<file path="config.mk">
export PLATFORM = sky130hd
export DESIGN_NAME = qos_fifo
export DESIGN_NICKNAME = d
export VERILOG_FILES = /design/src/hw/rtl/qos_fifo.sv
export SDC_FILE = /design/constraint.sdc
export NUM_CORES = 1
export LEC_CHECK = 0
export BUFFER_PORTS_ARGS = -buffer_cell sky130_fd_sc_hd__buf_2
export CAP_MARGIN = 30
export CORE_AREA = 2 2 55 57
export DETAILED_ROUTE_END_ITERATION = 12
export DIE_AREA = 0 0 57 59
export PLACE_DENSITY = 0.52
export SYNTH_ARGS = -nofsm -noshare
export SYNTH_HDL_FRONTEND = slang
export SYNTH_SLANG_ARGS = --single-unit
</file>
<file path="constraint.sdc">
create_clock -name i_clk -period 3.9 [get_ports i_clk]
set_input_delay 0.195 -clock i_clk [delete_from_list [all_inputs] [get_ports i_clk]]
set_output_delay 0.195 -clock i_clk [all_outputs]
set_load 0.01 [all_outputs]
</file>
<file path="src/hw/rtl/qos_fifo.sv">
// Small register queue used between front, back and the result port.
module qos_fifo #(
    parameter int WIDTH = 8,
    parameter int DEPTH = 2
) (
    input  logic             i_clk,
    input  logic             i_rst_n,
    input  logic             i_wr,
    input  logic [WIDTH-1:0] i_data,
    output logic             o_full,
    input  logic             i_rd,
    output logic [WIDTH-1:0] o_data,
    output logic             o_empty
);
    localparam int AW = $clog2(DEPTH);

    logic [WIDTH-1:0] r_mem [DEPTH];
    logic [AW-1:0]    r_wr_ptr;
    logic [AW-1:0]    r_rd_ptr;
    logic [AW:0]      r_count;

    logic w_wr;
    logic w_rd;

    assign w_wr    = i_wr && !o_full;
    assign w_rd    = i_rd && !o_empty;
    assign o_full  = (r_count == (AW+1)'(DEPTH));
    assign o_empty = (r_count == '0);
    assign o_data  = r_mem[r_rd_ptr];

    always_ff @(posedge i_clk) begin
        if (!i_rst_n) begin
            r_wr_ptr <= '0;
            r_rd_ptr <= '0;
            r_count  <= '0;
        end else begin
            if (w_wr) begin
                r_wr_ptr <= r_wr_ptr + 1'b1;
            end
            if (w_rd) begin
                r_rd_ptr <= r_rd_ptr + 1'b1;
            end
            case ({w_wr, w_rd})
                2'b10:   r_count <= r_count + 1'b1;
                2'b01:   r_count <= r_count - 1'b1;
                default: r_count <= r_count;
            endcase
        end
    end

    always_ff @(posedge i_clk) begin
        if (w_wr) begin
            r_mem[r_wr_ptr] <= i_data;
        end
    end

endmodule

</file>
# [Word-level counts from Yosys, hierarchy flattened]
# Memories as Yosys holds them, arrays and structs flattened. A register that Yosys moved wholly into a read port is not among the register bits.
# Index checks and enable logic that the tools add are counted.
[classes] addsub=4 multipliers=0 n_div=0 order_cmp=0 eq_ne=3 n_shift=0 mux=5 bitwise=0 n_reduce_logical=6
[op_table] operator="== test 2 bit (second input constant)" count=2
[op_table] operator="2-to-1 mux 1 bit" count=4
[op_table] operator="one-hot mux 2 bit (2 select lines)" count=1
[op_table] operator="adder 1 bit (second input constant)" count=2
[op_table] operator="adder 2 x 1 -> 2 bit (second input constant)" count=1
[op_table] operator="== test 2 x 1 -> 1 bit (second input constant)" count=1
[op_table] operator="logical AND 1 bit" count=2
[op_table] operator="zero test 1 bit" count=2
[op_table] operator="zero test 2 bit" count=1
[op_table] operator="nonzero test 2 bit" count=1
[op_table] operator="subtractor 2 x 1 -> 2 bit (second input constant)" count=1
[totals] regBits=4 latchBits=0 mem_bits_rw=16 mem_bits_ro=0 output_inout_bits=10 elab_cells=22 n_memories=1
[memory_table] memory="r_mem" depth=2 width=8 rd=1 rd_ports_with_merged_regs=1 wr=1 line_no="17" source="logic [WIDTH-1:0] r_mem [DEPTH];"

# [Longest topological paths before layout]
# Gate-level depths: netlist (run 1).
[depth] depth_word=5 mapped_depth=6

# [Worst setup path before layout (run 1)]
# OpenSTA, ideal clock, no wires.
[synth_path] kind="reg-to-reg" start="register r_count[0]" end="memory r_mem[0][0] (enable)" t_arrival_ns=1.099 path_slack_ns=2.477 path_stages_with_launch=5 n_path_buf=0 period_less_slack_ns=1.423 cell_sequence="dfxtp_1 -> nand2b_2 -> inv_2 -> or3_1 -> inv_1"
[synth_via] elab_chain_cells=5
[synth_lines] item="start, declared" line_no="20" source="logic [AW:0] r_count;"
[synth_lines] item="start signal, assigned" line_no="44" source="2'b10: r_count <= r_count + 1'b1;"
[synth_lines] item="start signal, assigned" line_no="45" source="2'b01: r_count <= r_count - 1'b1;"
[synth_lines] item="start signal, assigned" line_no="46" source="default: r_count <= r_count;"
[synth_lines] item="== test 2 bit" line_no="27" source="assign o_full = (r_count == (AW+1)'(DEPTH));"
[synth_lines] item="named net o_full" line_no="10" source="output logic o_full,"
[synth_lines] item="zero test 1 bit" line_no="25" source="assign w_wr = i_wr && !o_full;"
[synth_lines] item="logical AND 1 bit" line_no="25"
[synth_lines] item="2-to-1 mux 1 bit" line_no="52" source="if (w_wr) begin"
[synth_lines] item="2-to-1 mux 1 bit (implied by the code)" line_no="53" source="r_mem[r_wr_ptr] <= i_data;"
[synth_lines] item="end, declared" line_no="17"
# The timed path passes the listed nets, and every way through them passes these cells.

==> results.ini, run 1 <==
[outcome]
status=finished, final reports clean

[sta]
drv_slew=0
setup_tns_ps=0
fmax_mhz=633.2
rsz0062_at_grt=no
fin_crit_sh=0.4049
worst_pin_slew_ps=400.3
clock_skew_ps=3.569
period_minus_slack_ps=1579
finalHoldViolations=0
finalSetupViolations=0
hold_slack_ps=82.02
relSlewSlack=0.7331

[cts]
cts_root_buf=clkbuf_4
post_cts_buffers=0
cts_resized=0
postCtsHoldBufs=0
numCtsBuffers=3
cts_htree_levels=1
cts.clk_slew.worst_paths_ps=120
clockBufferDepth=2
cts_tree=built
cts_sinks=21
insertion_delay_ps=290

[pwr]
p_leak_uw=0.0003852
power.density_nw_per_um2=629.7
power.total_uw=616.2
ir_worst_vdd_v=0.0003150

[job]
cap_violations=0

[setup_path]
crit_fanout=8
critical_path_class=reg2out
cpLargestDelayFamily=flip-flops
cp.arrival_ps=1380
critPathBufInv=1
timing.rr.start=r_count[0]
max_stage_delay_ps=570
crit_required_ps=3700
cp-start-kind=flip-flop
path_cells=mux2_2 > buf_2
slowest_stage=dfxtp_1
critPathCaptureType=output port

[placed_design]
placed_area_um2=950.9
dp_hpwl_um=942.2
portBuffers=21
gp_congestion=0.6677

[drt]
vias_per_cell=4.396
dr_wl_met3_um=97
route.met2.wl_um=597
met1_length_um=587
first_iter_violations=4
firstDrtPassIters=2
top_layer_used=met3
num_vias=466
drt_wl_total_mm=1.283
wire_per_inst_um=12.10
drc=0
drtAntennaViolNets=0

[floorplanning]
die_h_um=59
core_area_um2=2710
die_area_um2=3363
die_x_um=57
io_pins=22
rows=19
start_util=0.2992

[cells_and_area]
final_common_cell=buf_2
area_growth_pct=20.68
finish.instance_area_um2=978.4
layout.nets=89
fin_util=0.3610
diodes=0
drive_gt1_frac=0.4667
final_cell_mix=buf_2 (21), edfxtp_1 (16), mux2_2 (8), dfxtp_1 (5)

[synthesis]
ys_seq_area_frac=0.7160
synth_warnings=0
syn-cell-area_um2=810.8
synthAdderAreaFrac=0.01543
synth_top_family_by_area=multiplexers
synth_top_area_share=0.5926
synth_cell_types=18
yosysTopAreaCell=edfxtp_1
synth.area.top_cells=edfxtp_1 (59%), dfxtp_1 (12%), mux2_2 (11%)
synth_xor_area_frac=0.03241
ys_ff_latch=21
synth_nets=64
synth_compound_area_frac=0.04012
synthMuxAreaShare=0.1111
synthSimpleGateAreaFrac=0.06636
avgSynthCellArea_um2=15.90
syn-instance-count=51

[global_route]
grtUsageTotal=0.08399
grt_pass1_wl_mm=2.118
grt_antenna_before_repair=0
grt_max_degree=13
grt_overflow=0
grt_pass1_vias=480

[min_path]
hold_path_class=in2reg
min-delay-start=i_data[6]

==> flip-flops by register name, indices dropped and copies added, names as in the netlist, named ones only <==
signal	cells
r_rd_ptr	1
r_wr_ptr	1
r_mem	16
r_count	2
==> worst register-to-register path: cells and delay by family, from the launching register on <==
family                 cells  cell delay [ps]
buffers and inverters      2              300
DFF                        1              430
and+or+nand+nor            2              500
==> final cells by class <==
cell class | instances | area [um2]
clock buffers | 3 | 22.52
clock inverters | 1 | 5.005
fillers | 291 | 1732
inverters | 3 | 11.26
multi-input cells | 26 | 215.2
flip-flops and latches | 21 | 580.6
well taps | 31 | 38.79
repair buffers | 21 | 105.1
==> power by group <==
part	total (uW)	internal [uW]	switching [uW]
clock network	101	38.1	63.2
registers	320	288	32.6
logic	195	104	90.5
==> per-stage QoR <==
step	cells	setup WS, ps
2_1_floorplan	51	2477
3_3_place_gp	102	2398
3_5_place_dp	102	2346
4_1_cts	106	2281
5_1_grt	106	2230
6_report	106	2321
==> kinds of logic after synthesis <==
group	count (synthesis)
AOI/OAI and AO/OA	5
xor gates and xnor gates	3
adders and majority gates	1
buffers and inverters	4
DFF	21
muxes	8
and+or+nand+nor	9
==> worst paths after layout <==
kind                       to  slack [ps]  cells after the start
setup / recovery    o_data[0]        2320                      2
hold / removal    r_mem[1][6]          80                      1
setup reg to reg  r_mem[0][1]        2350                      4
hold reg to reg      r_wr_ptr         500                      2
==> synthesized netlist by cell type (all sizes together) <==
cell    count
edfxtp     16
mux2        8
dfxtp       5
inv         3
xnor2       3
a21boi      2
nor2b       2
o21ai       2
or3         2
and2        1
and3        1
clkbuf      1
ha          1
nand2       1
nand2b      1
nor2        1
o21a        1
==> per-layer routing <==
layer / vias up / track usage
li1: 232 / -
met1: 219 / 0.1096
met2: 15 / 0.1346
met3: 0 / 0.02402
met4: 0 / 0.02990
met5: - / 0
No activity file was read; power rests on OpenSTA's default activity.
==> inputs of run 2 (changes only) <==
==> constraint.sdc (replaced) <==
create_clock -name i_clk -period 1.5 [get_ports i_clk]
set_input_delay 0.075 -clock i_clk [delete_from_list [all_inputs] [get_ports i_clk]]
set_output_delay 0.075 -clock i_clk [all_outputs]
set_load 0.01 [all_outputs]
==> run 2 against run 1 <==
Total power rose to 2.8 times the previous value; sequential power increased to 2.6 times the previous value; non-clock buffer count grew 10; combinational power grew to 3.2 times the previous value; register-to-register slack worse by 2300 ps; critical path type is now reg2reg.
==> results.ini, run 2 (synthesis gave the netlist of run 1 again) <==
[outcome]
status=finished, final reports clean

[cts]
post_cts_buffers=0
clockBufferDepth=2
cts_htree_levels=1
insertion_delay_ps=290
cts_sinks=21
numCtsBuffers=3
cts.clk_slew.worst_paths_ps=110
cts_tree=built
cts_root_buf=clkbuf_4

[global_route]
grt_pass1_wl_mm=2.145
grtUsageTotal=0.08574
grt_antenna_before_repair=0
grt_overflow=0
grt_max_degree=12
grt_pass1_vias=505

[cells_and_area]
final_common_cell=buf_2
reg.largest.list=r_mem x16, r_count x2
top_register=r_mem
drive_gt1_frac=0.4706
diodes=0
area_growth_pct=35.80
final_cell_mix=buf_2 (21), edfxtp_1 (16), mux2_2 (8), dlygate4sd3_1 (8)
layout.nets=99
largest_reg_flops=16

[floorplanning]
core_area_um2=2710
start_util=0.2992
die_h_um=59
rows=19
io_pins=22
die_area_um2=3363
die_x_um=57

[pwr]
clkPwrFrac=0.150
p_leak_uw=0.0004306
ir_worst_vdd_v=0.0007253
seq_power_share=0.489
internal-power_uw=1205
swShare=0.2943
power.total_uw=1708
p_switching_uw=502.6
power.density_nw_per_um2=1551
pwr-share-comb=0.361

[min_path]
hold_path_class=in2reg

[drt]
firstDrtPassIters=2
drt_wl_total_mm=1.395
top_layer_used=met3
drtAntennaViolNets=0
num_vias=498
drc=0
first_iter_violations=3
wire_per_inst_um=12.03
met1_length_um=599
vias_per_cell=4.293
dr_wl_met3_um=76
route.met2.wl_um=718

[setup_path]
critical_path_class=reg2reg
cp-start-kind=flip-flop
crit_fanout=5
cp.arrival_ps=1640
critPathCaptureType=flip-flop
crit_required_ps=1730

[sta]
finalHoldViolations=0
relSlewSlack=0.7294
fin_ws_ps=83.72
fin_crit_sh=0.9442
clock_skew_ps=2.396
worst_pin_slew_ps=405.9
fmax_mhz=706.1
hold_slack_ps=38.65
period_minus_slack_ps=1416
setup_tns_ps=0
rsz0062_at_grt=no
drv_slew=0
finalSetupViolations=0

[placed_design]
gp_congestion=0.7371
place_ws_ps=51.02
portBuffers=21
dp_hpwl_um=959.8

[job]
cap_violations=0

==> run 2: cell count changes in the layout (fill, tap and decap cells not counted) <==
cell,change
clkinv_2,-1
clkbuf_1,+1
dfxtp_2,+3
dlygate4sd3_1,+8
dfxtp_1,-3
buf_4,+1
ha_1,-1
buf_12,+1
ha_4,+1
==> run 2: power groups by stage <==
stage	sequential [uW]	clock [uW]	combinational, uW
final	835	255	617
after global routing	850	303	679
after CTS	827	280	595
after detailed placement	841	0	576
after global placement	836	0	572
after floorplan	804	0	387
==> run 2: path summary, 6_finish.rpt <==
kind / from / slack [ps] / end / cells past startpoint
worst max-delay path: r_count[1] / 80 / r_count[1] / 5
worst min-delay path: i_rst_n / 40 / r_count[0] / 2
worst max register to register: r_count[1] / 80 / r_count[1] / 5
worst min register to register: r_wr_ptr / 510 / r_wr_ptr / 2
==> run 2: timing repair <==
action | 4_1_cts | 5_1_grt
setup endpoints to repair | 0 | 9
resized for setup | 0 | 4
endpoints found under the hold margin | 16 | 0
hold buffers | 8 | 0
==> run 2: through the flow <==
step | std cells | instance area [um2] | util
6_report | 116 | 1101 | 0.4063
4_1_cts | 116 | 1085 | 0.4003
3_5_place_dp | 104 | 978.4 | 0.3610
3_3_place_gp | 104 | 978.4 | 0.3610
2_1_floorplan | 51 | 810.8 | -
5_1_grt | 116 | 1101 | 0.4063
==> run 2: cell type report <==
type / count / area, um2
fill: 272 / 1609
sequential: 21 / 584.3
multi-input combinational: 26 / 227.7
timing repair buffer: 31 / 212.7
tap: 31 / 38.79
clock buffer: 4 / 26.28
inverter: 3 / 11.26
==> run 2: critical path, stage by stage (launching register included) <==
cell and delay (ps):
dfxtp_2 360, o21a_1 240, ha_4 180, xnor2_1 120, or3_1 310, a21boi_1 140
==> run 2: layer usage <==
| layer | vias up | track usage |
|---|---|---|
| li1 | 255 | - |
| met1 | 228 | 0.1007 |
| met2 | 15 | 0.1429 |
| met3 | 0 | 0.02838 |
| met4 | 0 | 0.03987 |
| met5 | - | 0 |
