### src/hw/rtl/qos_pkg.sv
// Shared types and constants of the queue occupancy statistics block.
package qos_pkg;

    localparam int TIME_W    = 48;
    localparam int RATE_W    = 24;
    localparam int PLEN_W    = 16;
    localparam int OUT_CNT_W = 32;
    localparam int AREA_W    = 64;
    localparam int DIV_W     = 48;
    localparam int STEP_W    = 6;
    localparam int PART_W    = 24;
    localparam int PP_W      = 56;
    localparam int PROD_W    = 80;
    localparam int OCC_W     = 17;
    localparam int STAT_W    = 2;
    localparam int KIND_W    = 2;

    localparam logic [RATE_W-1:0] LINK_RATE_RESET = 24'd73500;

    localparam logic [KIND_W-1:0] KIND_ARRIVAL = 2'd0;
    localparam logic [KIND_W-1:0] KIND_DEPART  = 2'd1;
    localparam logic [KIND_W-1:0] KIND_SAMPLE  = 2'd2;

    localparam logic [KIND_W-1:0] OP_ARRIVAL = 2'd0;
    localparam logic [KIND_W-1:0] OP_DEPART  = 2'd1;
    localparam logic [KIND_W-1:0] OP_SAMPLE  = 2'd2;
    localparam logic [KIND_W-1:0] OP_IGNORE  = 2'd3;

    localparam logic [STAT_W-1:0] ST_OK           = 2'd0;
    localparam logic [STAT_W-1:0] ST_EMPTY_DEPART = 2'd1;
    localparam logic [STAT_W-1:0] ST_DIV_ZERO     = 2'd2;
    localparam logic [STAT_W-1:0] ST_SATURATED    = 2'd3;

    typedef struct packed {
        logic [KIND_W-1:0] op;
        logic [TIME_W-1:0] timestamp;
        logic [PLEN_W-1:0] packet_length;
    } t_cmd;

    typedef struct packed {
        logic [TIME_W-1:0]    service_end;
        logic [OUT_CNT_W-1:0] queue_length;
        logic [OUT_CNT_W-1:0] max_queue;
        logic [31:0]          mean_in_system;
        logic [TIME_W-1:0]    mean_wait;
        logic [31:0]          arrival_rate;
        logic [31:0]          little_error;
        logic [OCC_W-1:0]     occupancy;
        logic [STAT_W-1:0]    status;
    } t_result;

    typedef struct packed {
        logic              start;
        logic [DIV_W-1:0]  rem_init;
        logic [DIV_W-1:0]  num;
        logic [DIV_W-1:0]  divisor;
        logic [STEP_W-1:0] steps;
    } t_div_req;

    typedef struct packed {
        logic             done;
        logic [DIV_W-1:0] quotient;
    } t_div_rsp;

endpackage

### src/hw/rtl/qos_divider.sv
// Restoring divider, one quotient bit per cycle.
module qos_divider (
    input  logic              i_clk,
    input  logic              i_rst_n,
    input  qos_pkg::t_div_req i_req,
    output qos_pkg::t_div_rsp o_rsp
);
    import qos_pkg::*;

    logic [DIV_W-1:0]  r_rem;
    logic [DIV_W-1:0]  r_num;
    logic [DIV_W-1:0]  r_div;
    logic [DIV_W-1:0]  r_quo;
    logic [STEP_W-1:0] r_cnt;
    logic              r_busy;
    logic              r_done;

    logic [DIV_W:0] w_trial;
    logic [DIV_W:0] w_diff;
    logic           w_ge;

    assign w_trial = {r_rem, r_num[DIV_W-1]};
    assign w_ge    = (w_trial >= {1'b0, r_div});
    assign w_diff  = w_trial - {1'b0, r_div};

    always_ff @(posedge i_clk) begin
        if (!i_rst_n) begin
            r_busy <= 1'b0;
            r_done <= 1'b0;
            r_cnt  <= '0;
        end else begin
            r_done <= 1'b0;
            if (i_req.start) begin
                r_busy <= 1'b1;
                r_cnt  <= i_req.steps;
            end else if (r_busy) begin
                r_cnt <= r_cnt - 1'b1;
                if (r_cnt == STEP_W'(1)) begin
                    r_busy <= 1'b0;
                    r_done <= 1'b1;
                end
            end
        end
    end

    always_ff @(posedge i_clk) begin
        if (i_req.start) begin
            r_rem <= i_req.rem_init;
            r_num <= i_req.num;
            r_div <= i_req.divisor;
            r_quo <= '0;
        end else if (r_busy) begin
            r_rem <= w_ge ? w_diff[DIV_W-1:0] : w_trial[DIV_W-1:0];
            r_num <= {r_num[DIV_W-2:0], 1'b0};
            r_quo <= {r_quo[DIV_W-2:0], w_ge};
        end
    end

    assign o_rsp.done     = r_done;
    assign o_rsp.quotient = r_quo;

endmodule

### config.mk
export PLATFORM = sky130hd
export DESIGN_NAME = qos_divider
export DESIGN_NICKNAME = d
export VERILOG_FILES = /design/src/hw/rtl/qos_pkg.sv /design/src/hw/rtl/qos_divider.sv
export SDC_FILE = /design/constraint.sdc
export NUM_CORES = 1
export LEC_CHECK = 0
export BUFFER_PORTS_ARGS = -buffer_cell sky130_fd_sc_hd__buf_2
export CELL_PAD_IN_SITES_DETAIL_PLACEMENT = 0
export CELL_PAD_IN_SITES_GLOBAL_PLACEMENT = 1
export CORE_MARGIN = 2
export CORE_UTILIZATION = 47
export CTS_CLUSTER_SIZE = 40
export DETAILED_ROUTE_END_ITERATION = 10
export HOLD_SLACK_MARGIN = 0.02
export PLACE_DENSITY = 0.95
export SLEW_MARGIN = 20
export SYNTH_ARGS = -nofsm -noshare
export SYNTH_HDL_FRONTEND = slang
export SYNTH_SLANG_ARGS = --single-unit
### constraint.sdc
create_clock -name i_clk -period 5.7 [get_ports i_clk]
set_clock_uncertainty 0.1 [all_clocks]
set_input_delay 0.285 -clock i_clk [delete_from_list [all_inputs] [get_ports i_clk]]
set_output_delay 0.285 -clock i_clk [all_outputs]
set_load 0.02 [all_outputs]
-- Word level (Yosys, flattened, before mapping)
Index checks and enable logic that the tools add are counted.
- shift-type cells: 0
- mux-type cells: 11
- $lt $le $gt $ge: 1
- $add $sub $neg: 2
- reductions and logical operators: 2
- divide/modulo/power cells: 0
- bitwise operators: 2
- eq/ne operators: 1
- multiply operators: 0
- operators with widths (kind ; count):
    two-way mux 48 bit ; 5
    greater-or-equal comparator 49 x 48 -> 1 bit ; 1
    subtractor 48 bit ; 1
    two-way mux 6 bit ; 2
    == test 6 x 1 -> 1 bit, second input constant ; 1
    subtractor 6 x 1 -> 6 bit, second input constant ; 1
    two-way mux 1 bit ; 4
    OR reduction 3 bit ; 1
    NOT 1 bit ; 2
    nonzero test 2 bit ; 1
- ROM bits: 0
- register bits after elaboration: 200
- bits in writable memories: 0
- input port bits: 153
- latch bits: 0
- memories kept: 0
- word-level logic and storage cells: 26

-- Depth between registers and ports, before layout
Gate-level depths: netlist (run 1).
- depth after elaboration: 4
- depth in mapped cells: 14
- mapped depth without buffers: 13

-- Least setup slack after synthesis (run 1)
No wires, ideal clock.
- kind: register to register
- from: reg r_rem[18]
- to: reg r_rem[34], data pin
- library setup time: 0.261 ns
- stages on the path, launching flop included: 13
- path slack: 2.621 ns
- data arrival time: 2.718 ns
- path buffers: 2
- period minus slack after synthesis: 3.079 ns
- cells stage by stage: edfxtp_1 -> ha_1 -> buf_2 -> and3_1 -> nand4_1 -> or3_4 -> o31ai_4 -> nand2b_1 -> o22ai_1 -> a21o_4 -> buf_6 -> and3_1 -> a221o_1
- longest elaborated chain between the ends: 4
- elaborated cells on any way between the ends: 5
- ends and longest elaborated chain (item ; RTL line ; text):
    from (decl) ; qos_divider.sv:10 ; logic [DIV_W-1:0] r_rem;
    from (signal assigned) ; qos_divider.sv:48 ; r_rem <= i_req.rem_init;
    from (signal assigned) ; qos_divider.sv:53 ; r_rem <= w_ge ? w_diff[DIV_W-1:0] : w_trial[DIV_W-1:0];
    subtractor 48 bit or greater-or-equal comparator 49 x 48 -> 1 bit (tied branches) ; qos_divider.sv:24, qos_divider.sv:23 ;
    two-way mux 48 bit * ; qos_divider.sv:53 ;
    two-way mux 48 bit * ; qos_divider.sv:52 ; end else if (r_busy) begin
    two-way mux 48 bit * ; qos_divider.sv:47 ; if (i_req.start) begin
Every way passes the cells marked *; elsewhere a longest branch is shown, timed or not. The select of a mux whose other input is x is not followed.
A chain may end at the register's enable or synchronous reset.

-- Worst setup path after layout (run 1)
- from: reg r_rem[6]
- to: reg r_rem[30], data pin
Same word-level chain as after synthesis.

==> results of run 1 <==
[critical path: stages, from the launching register on]
cell	delay, ps
edfxtp_1	410
ha_1	430
nand3_1	130
nor3_1	340
o211ai_1	190
a21oi_1	280
o211ai_1	240
a31o_2	370
a21oi_2	540
buf_4	360
mux2i_1	200
o21ai_0	80
[per-layer routing]
layer | track usage [%] | part of all wire (%) | up-vias | wire (um)
li1 | - | - | 4394 | -
met1 | 29.0 | 43 | 4290 | 12300
met2 | 37.7 | 47 | 351 | 13300
met3 | 5.83 | 7.7 | 39 | 2200
met4 | 6.74 | 1.7 | 2 | 481
met5 | 0 | 0.046 | - | 13
[placed cells by master, fill, tap and decap left out, types with 11 or more instances in the layout]
cell,instances
edfxtp_1,144
nand2_1,107
nand3_1,26
o21ai_0,34
dlygate4sd3_1,54
nand4_1,11
nor2_1,104
mux2i_1,52
a21oi_1,71
a31oi_1,26
buf_2,200
dfxtp_1,55
and3_1,14
xnor2_1,39
nor3_1,19
mux2_2,48
a21o_1,21
ha_1,50
clkbuf_16,17
o311ai_1,12
inv_1,67
[through the flow]
| stage | hold WS (ps) | setup slack, ps |
|---|---|---|
| after floorplan | 284 | 2620 |
| after global placement | 362 | 1820 |
| after detailed placement | 363 | 1760 |
| after CTS | 20.1 | 1710 |
| after global routing | 28.0 | 1460 |
| final | 29.0 | 1720 |
[final cells by class]
type,count,area share [%]
Clock buffer,17,3.15
Inverter,68,1.89
Tap cell,319,2.95
Multi-Input combinational cell,760,38.2
Timing Repair Buffer,261,11.8
Sequential cell,200,40.3
Clock inverter,15,1.71
[cells by family (layout without fill, tap and decap cells)]
group | count (synthesis) | count (layout) | share of synthesized area [%]
xor+xnor | 46 | 46 | 3.61
compound gates | 240 | 240 | 14.3
mux | 100 | 100 | 9.51
simple gates | 323 | 323 | 13.1
flops | 200 | 200 | 48.8
fa+ha+maj | 51 | 51 | 5.79
buf+inv | 134 | 361 | 4.91
[final timing paths]
kind	start	end	slack, ps
worst min-delay path	i_req[69]	r_num[15]$_DFFE_PP_	30
worst max register to register	r_rem[6]$_DFFE_PP_	r_rem[30]$_DFFE_PP_	1720
worst max-delay path	r_rem[6]$_DFFE_PP_	r_rem[30]$_DFFE_PP_	1720
worst min register to register	r_quo[47]$_SDFFE_PP0P_	r_quo[47]$_SDFFE_PP0P_	420
[power by group]
part	internal (W)	switching, W	total, W
Clock	0.000636	0.000702	0.00134
Sequential	0.00184	0.000108	0.00194
Combinational	0.000968	0.00143	0.00240
[state kept, by name, summed over array words and instances, names as in the netlist]
| name | flops |
|---|---|
| r_busy | 1 |
| r_quo | 48 |
| r_div | 48 |
| r_cnt | 6 |
| r_num | 48 |
| r_done | 1 |
| r_rem | 48 |
[what timing repair did]
item	CTS	global route
hold buffers	54	0
resized for setup	0	0
setup buffers	0	0
endpoints found under the hold margin	54	0
==> flow_metrics.py, run 1 <==
metrics = {
    "finish": {
        "multi_input_area_sq_um": 5170,
        "diodes": 0,
        "fin_area_sq_um": 13500,
        "final.fill_count": 2069,
        "final_util_pct": 57.8,
        "syn2layout_area_growth_pct": 21.2,
        "drive_gt1_share_pct": 22.8,
        "fin_cells": 1640,
        "seq_area_sq_um": 5450,
        "layout.nets": 1512,
    },
    "placement": {
        "placed_cell_area_sq_um": 12300,
        "io_buffer_count": 201,
        "hpwl_mm": 19.9,
        "gp_congestion": 0.884,
        "dp.cells": 1554,
    },
    "timing": {
        "slew_violations": 0,
        "hold_viol": 0,
        "relSlewSlack_pct": 32.0,
        "setup_violations": 0,
        "min_period_ps": 3980,
        "worst_slew_pin_slew_ps": 1020,
        "period_share_pct": 69.9,
        "rsz0062_at_grt": "false",
        "finalSetupTns_ps": 0,
        "fmax_mhz": 251,
    },
    "floorplanning": {
        "coreArea_sq_um": 23400,
        "start_util_pct": 47.7,
        "die_w_um": 158,
        "dieArea_sq_um": 25000,
        "dieHeight_um": 158,
        "num_io_pins": 202,
        "num_rows": 56,
    },
    "logic_synthesis": {
        "yosysSeqAreaShare_pct": 48.8,
        "synth_seq_cells": 200,
        "synth.cell_area_sq_um": 11200,
        "yosysTopAreaCell": "edfxtp_1",
        "synth_top_area_share_pct": 38.8,
        "synth.distinct_cells": 62,
        "synth_most_common_cell": "edfxtp_1",
        "async_reset_ff_share_pct": 0,
        "syn-instance-count": 1094,
        "ys_warn_count": 0,
        "synth_area_leaders": "edfxtp_1, dfxtp_1, ha_1, mux2_2, mux2i_1",
        "syn_nets": 1298,
        "synth_commonest_cells": "edfxtp_1, nand2_1, nor2_1",
        "synth_flop_cell": "edfxtp_1",
        "syn_avg_cell_area_sq_um": 10.2,
        "synth_edf_count": 144,
    },
    "clock_tree": {
        "clk_latency_ps": 450,
        "numCtsBuffers": 17,
        "cts_root_buffer": "clkbuf_16",
        "clock-sinks": 200,
        "cts_tree": "built",
        "clk_path_buf_depth": 2,
        "htree_levels": 4,
        "clkSlewWorstSetupHoldPaths_ps": 90,
    },
    "detailed_routing": {
        "drt_iter0_markers": 680,
        "vias_per_cell": 5.53,
        "first_pass_iters": 7,
        "drt_wl_total_mm": 28.4,
        "route.detailed.drc": 0,
        "postRouteAntennaNets": 0,
        "wl_per_cell_um": 17.3,
        "via_count": 9076,
    },
    "grt": {
        "track_usage_pct": 22.6,
        "antenna_found_initial": 1,
        "grt_pass1_wl_mm": 44.4,
        "grt_pass1_vias": 8843,
        "overflow": 0,
        "grt_max_degree": 108,
    },
    "status": {
        "outcome": "finished, final reports clean",
    },
    "power": {
        "p_leak_nw": 5.80,
        "ir_drop_mv": 0.195,
        "p_per_area_nw_per_um2": 420,
        "finalPower_w": 0.00568,
    },
    "worst_setup_path": {
        "critPathLaunchType": "register",
        "end_kind": "register",
        "cp_max_fo": 13,
        "r2r_cells": 11,
        "worstPathRequired_ps": 5760,
        "worstPathArrival_ps": 4040,
        "crit_type": "register to register",
    },
    "worst_hold_path": {
        "min_path_cells": 2,
        "hold_class": "input port to register",
    },
    "job": {
        "cap_violations": 0,
    },
}
No activity file was read; power rests on OpenSTA's default activity.
==> run 2: changes to the inputs <==
Settings changed: ABC_AREA set to 1, CORE_UTILIZATION 47 to 38, PLACE_DENSITY 0.95 to 0.88.
Clock period 5.7 ns to 3.3 ns, I/O delays scaled along.
==> run 2 against run 1 <==
Against the previous run: hold slack better by 1.1 ps; largest power group unchanged; flip-flop and latch count stayed put; critical path type unchanged; core utilization is 8.2 points lower; routed wire length is 33% higher; worst setup slack worse by 1400 ps; non-clock buffer count is 102 higher; critical endpoint is now r_rem[21]$_DFFE_PP_; sequential share of layout area is 6.6 points lower.
==> flow_metrics.py, run 2 <==
metrics = {
    "power": {
        "finalPower_w": 0.00886,
        "p_leak_nw": 8.19,
        "p_per_area_nw_per_um2": 548,
        "ir_drop_mv": 0.411,
    },
    "job": {
        "cap_violations": 0,
    },
    "worst_setup_path": {
        "r2r_cells": 15,
        "worstPathArrival_ps": 3070,
        "r2r_setup_slack_ps": 340,
        "worstPathRequired_ps": 3410,
        "end_kind": "register",
        "r2r-start": "r_rem[30]$_DFFE_PP_",
        "critPathLaunchType": "register",
        "crit_type": "register to register",
        "r2r-end": "r_rem[21]$_DFFE_PP_",
        "cp_max_fo": 27,
    },
    "finish": {
        "final_cell_mix": "nand2_1, inv_1, buf_2",
        "layout_commonest_cell": "nand2_1",
        "syn2layout_area_growth_pct": 28.5,
        "layout.nets": 2290,
        "drive_gt1_share_pct": 13.8,
    },
    "grt": {
        "grt_max_degree": 97,
        "grt_pass1_vias": 11800,
        "antenna_found_initial": 2,
        "track_usage_pct": 22.3,
        "grt_pass1_wl_mm": 60.1,
        "overflow": 0,
    },
    "timing": {
        "hold_viol": 0,
        "period_share_pct": 89.6,
        "setup_violations": 0,
        "finalSetupTns_ps": 0,
        "setup_slack_ps": 343,
        "relSlewSlack_pct": 31.8,
        "fmax_mhz": 338,
        "rsz0062_at_grt": "false",
        "worst_slew_pin_slew_ps": 1020,
        "slew_violations": 0,
        "min_period_ps": 2960,
    },
    "status": {
        "outcome": "finished, final reports clean",
    },
    "logic_synthesis": {
        "synth_commonest_cells": "nand2_1, inv_1, edfxtp_1",
        "synth.distinct_cells": 40,
        "syn_nets": 1955,
        "synth_most_common_cell": "nand2_1",
        "synth_area_leaders": "edfxtp_1, nand2_1, inv_1, dfxtp_1, ha_1",
        "synth.cell_area_sq_um": 12600,
        "syn-instance-count": 1751,
        "synth_flop_cell": "edfxtp_1",
        "syn_avg_cell_area_sq_um": 7.19,
        "async_reset_ff_share_pct": 0,
        "synth_seq_cells": 200,
        "synth_top_area_share_pct": 34.3,
        "yosysSeqAreaShare_pct": 43.2,
        "yosysTopAreaCell": "edfxtp_1",
        "synth_edf_count": 144,
        "ys_warn_count": 0,
    },
    "worst_hold_path": {
        "hold_class": "input port to register",
        "min_path_cells": 4,
        "whs_endpoint": "r_cnt[1]$_SDFFE_PN0P_",
        "hp-start": "i_req[150]",
    },
    "clock_tree": {
        "clkSlewWorstSetupHoldPaths_ps": 80,
        "cts_tree": "built",
        "numCtsBuffers": 17,
        "clk_latency_ps": 470,
        "cts_root_buffer": "clkbuf_16",
        "postCtsSetupRepairBufs": 0,
        "htree_levels": 4,
        "clk_path_buf_depth": 2,
        "clock-sinks": 200,
    },
    "floorplanning": {
        "num_io_pins": 202,
        "dieArea_sq_um": 34600,
        "num_rows": 66,
        "dieHeight_um": 186,
        "coreArea_sq_um": 32600,
        "die_w_um": 186,
        "start_util_pct": 38.6,
    },
    "detailed_routing": {
        "drt_wl_total_mm": 37.8,
        "vias_per_cell": 4.64,
        "route.detailed.drc": 0,
        "via_count": 11800,
        "first_pass_iters": 6,
        "postRouteAntennaNets": 0,
        "drt_iter0_markers": 686,
        "wl_per_cell_um": 14.8,
    },
    "placement": {
        "io_buffer_count": 201,
        "hpwl_mm": 27.3,
        "pre_cts_ws_ps": 384,
        "gp_congestion": 0.905,
    },
}
run 2: layer usage:
metal  share of wire, %  routed length (um)  GRT usage, %  vias up
met5                  0                   0             0        -
met4                1.5                 567          5.32        0
li1                   -                   -             -     6122
met2                 47               17900          38.4      303
met1                 46               17300          28.6     5342
met3                5.3                2000          4.79       31
run 2: kinds of logic after synthesis:
group | synth area share [%]
flip-flops | 43.2
AO/OA/AOI/OAI | 4.92
AND/OR/NAND/NOR | 32.9
XOR/XNOR | 1.74
adder cells (fa/ha/maj) | 5.13
buffers and inverters | 12.1
run 2: area by class of cell:
type | instances | area [sq um]
fillers | 3247 | 16400
multi-input cells | 1164 | 5620
flip-flops and latches | 200 | 5450
repair buffers | 363 | 2620
inverters | 340 | 1280
well taps | 442 | 553
clock buffers | 17 | 425
clock inverters | 15 | 239
diodes | 2 | 5.00
run 2: where the power goes:
part	switching (W)	internal, W	total (W)
logic	0.00211	0.00124	0.00335
registers	0.000118	0.00303	0.00315
clock network	0.00117	0.00119	0.00237
run 2: how the worst max path moves through the flow:
stage | cells past startpoint | to | start | slack (ps)
2_1_floorplan | 3 | r_num[0]$_SDFFCE_PN0P_ | r_busy$_SDFF_PN0_ | 940
3_3_place_gp | 13 | r_rem[2]$_DFFE_PP_ | r_rem[16]$_DFFE_PP_ | 390
3_5_place_dp | 15 | r_rem[2]$_DFFE_PP_ | r_rem[30]$_DFFE_PP_ | 380
4_1_cts | 15 | r_rem[2]$_DFFE_PP_ | r_rem[30]$_DFFE_PP_ | 370
5_1_grt | 16 | r_rem[36]$_DFFE_PP_ | r_rem[30]$_DFFE_PP_ | 120
6_report | 15 | r_rem[21]$_DFFE_PP_ | r_rem[30]$_DFFE_PP_ | 340
run 2: what timing repair did:
| item | in CTS | in global routing |
|---|---|---|
| hold buffers | 151 | 0 |
| resized for setup | 0 | 0 |
| endpoints found under the hold margin | 152 | 0 |
run 2: stage by stage:
step | hold slack, ps | cells | instance area (sq um) | util [%]
5_1_grt | 77.3 | 2543 | 16200 | 49.6
6_report | 30.1 | 2543 | 16200 | 49.6
3_5_place_dp | 243 | 2358 | 14000 | 42.9
2_1_floorplan | 163 | 1751 | 12600 | -
4_1_cts | 29.2 | 2541 | 16200 | 49.6
3_3_place_gp | 243 | 2358 | 14000 | 42.9
run 2: critical path: stages, from the launching register on:
cell and delay (ps):
edfxtp_1 410, ha_1 440, nand2_1 130, inv_2 70
nand2_1 140, nor2_2 180, nand2_1 100, nor2_1 190
nand2_1 110, nand3_2 90, nor2_4 60, nand2_4 230
buf_12 230, nand2_1 80, nand3_1 80, nand2_1 70
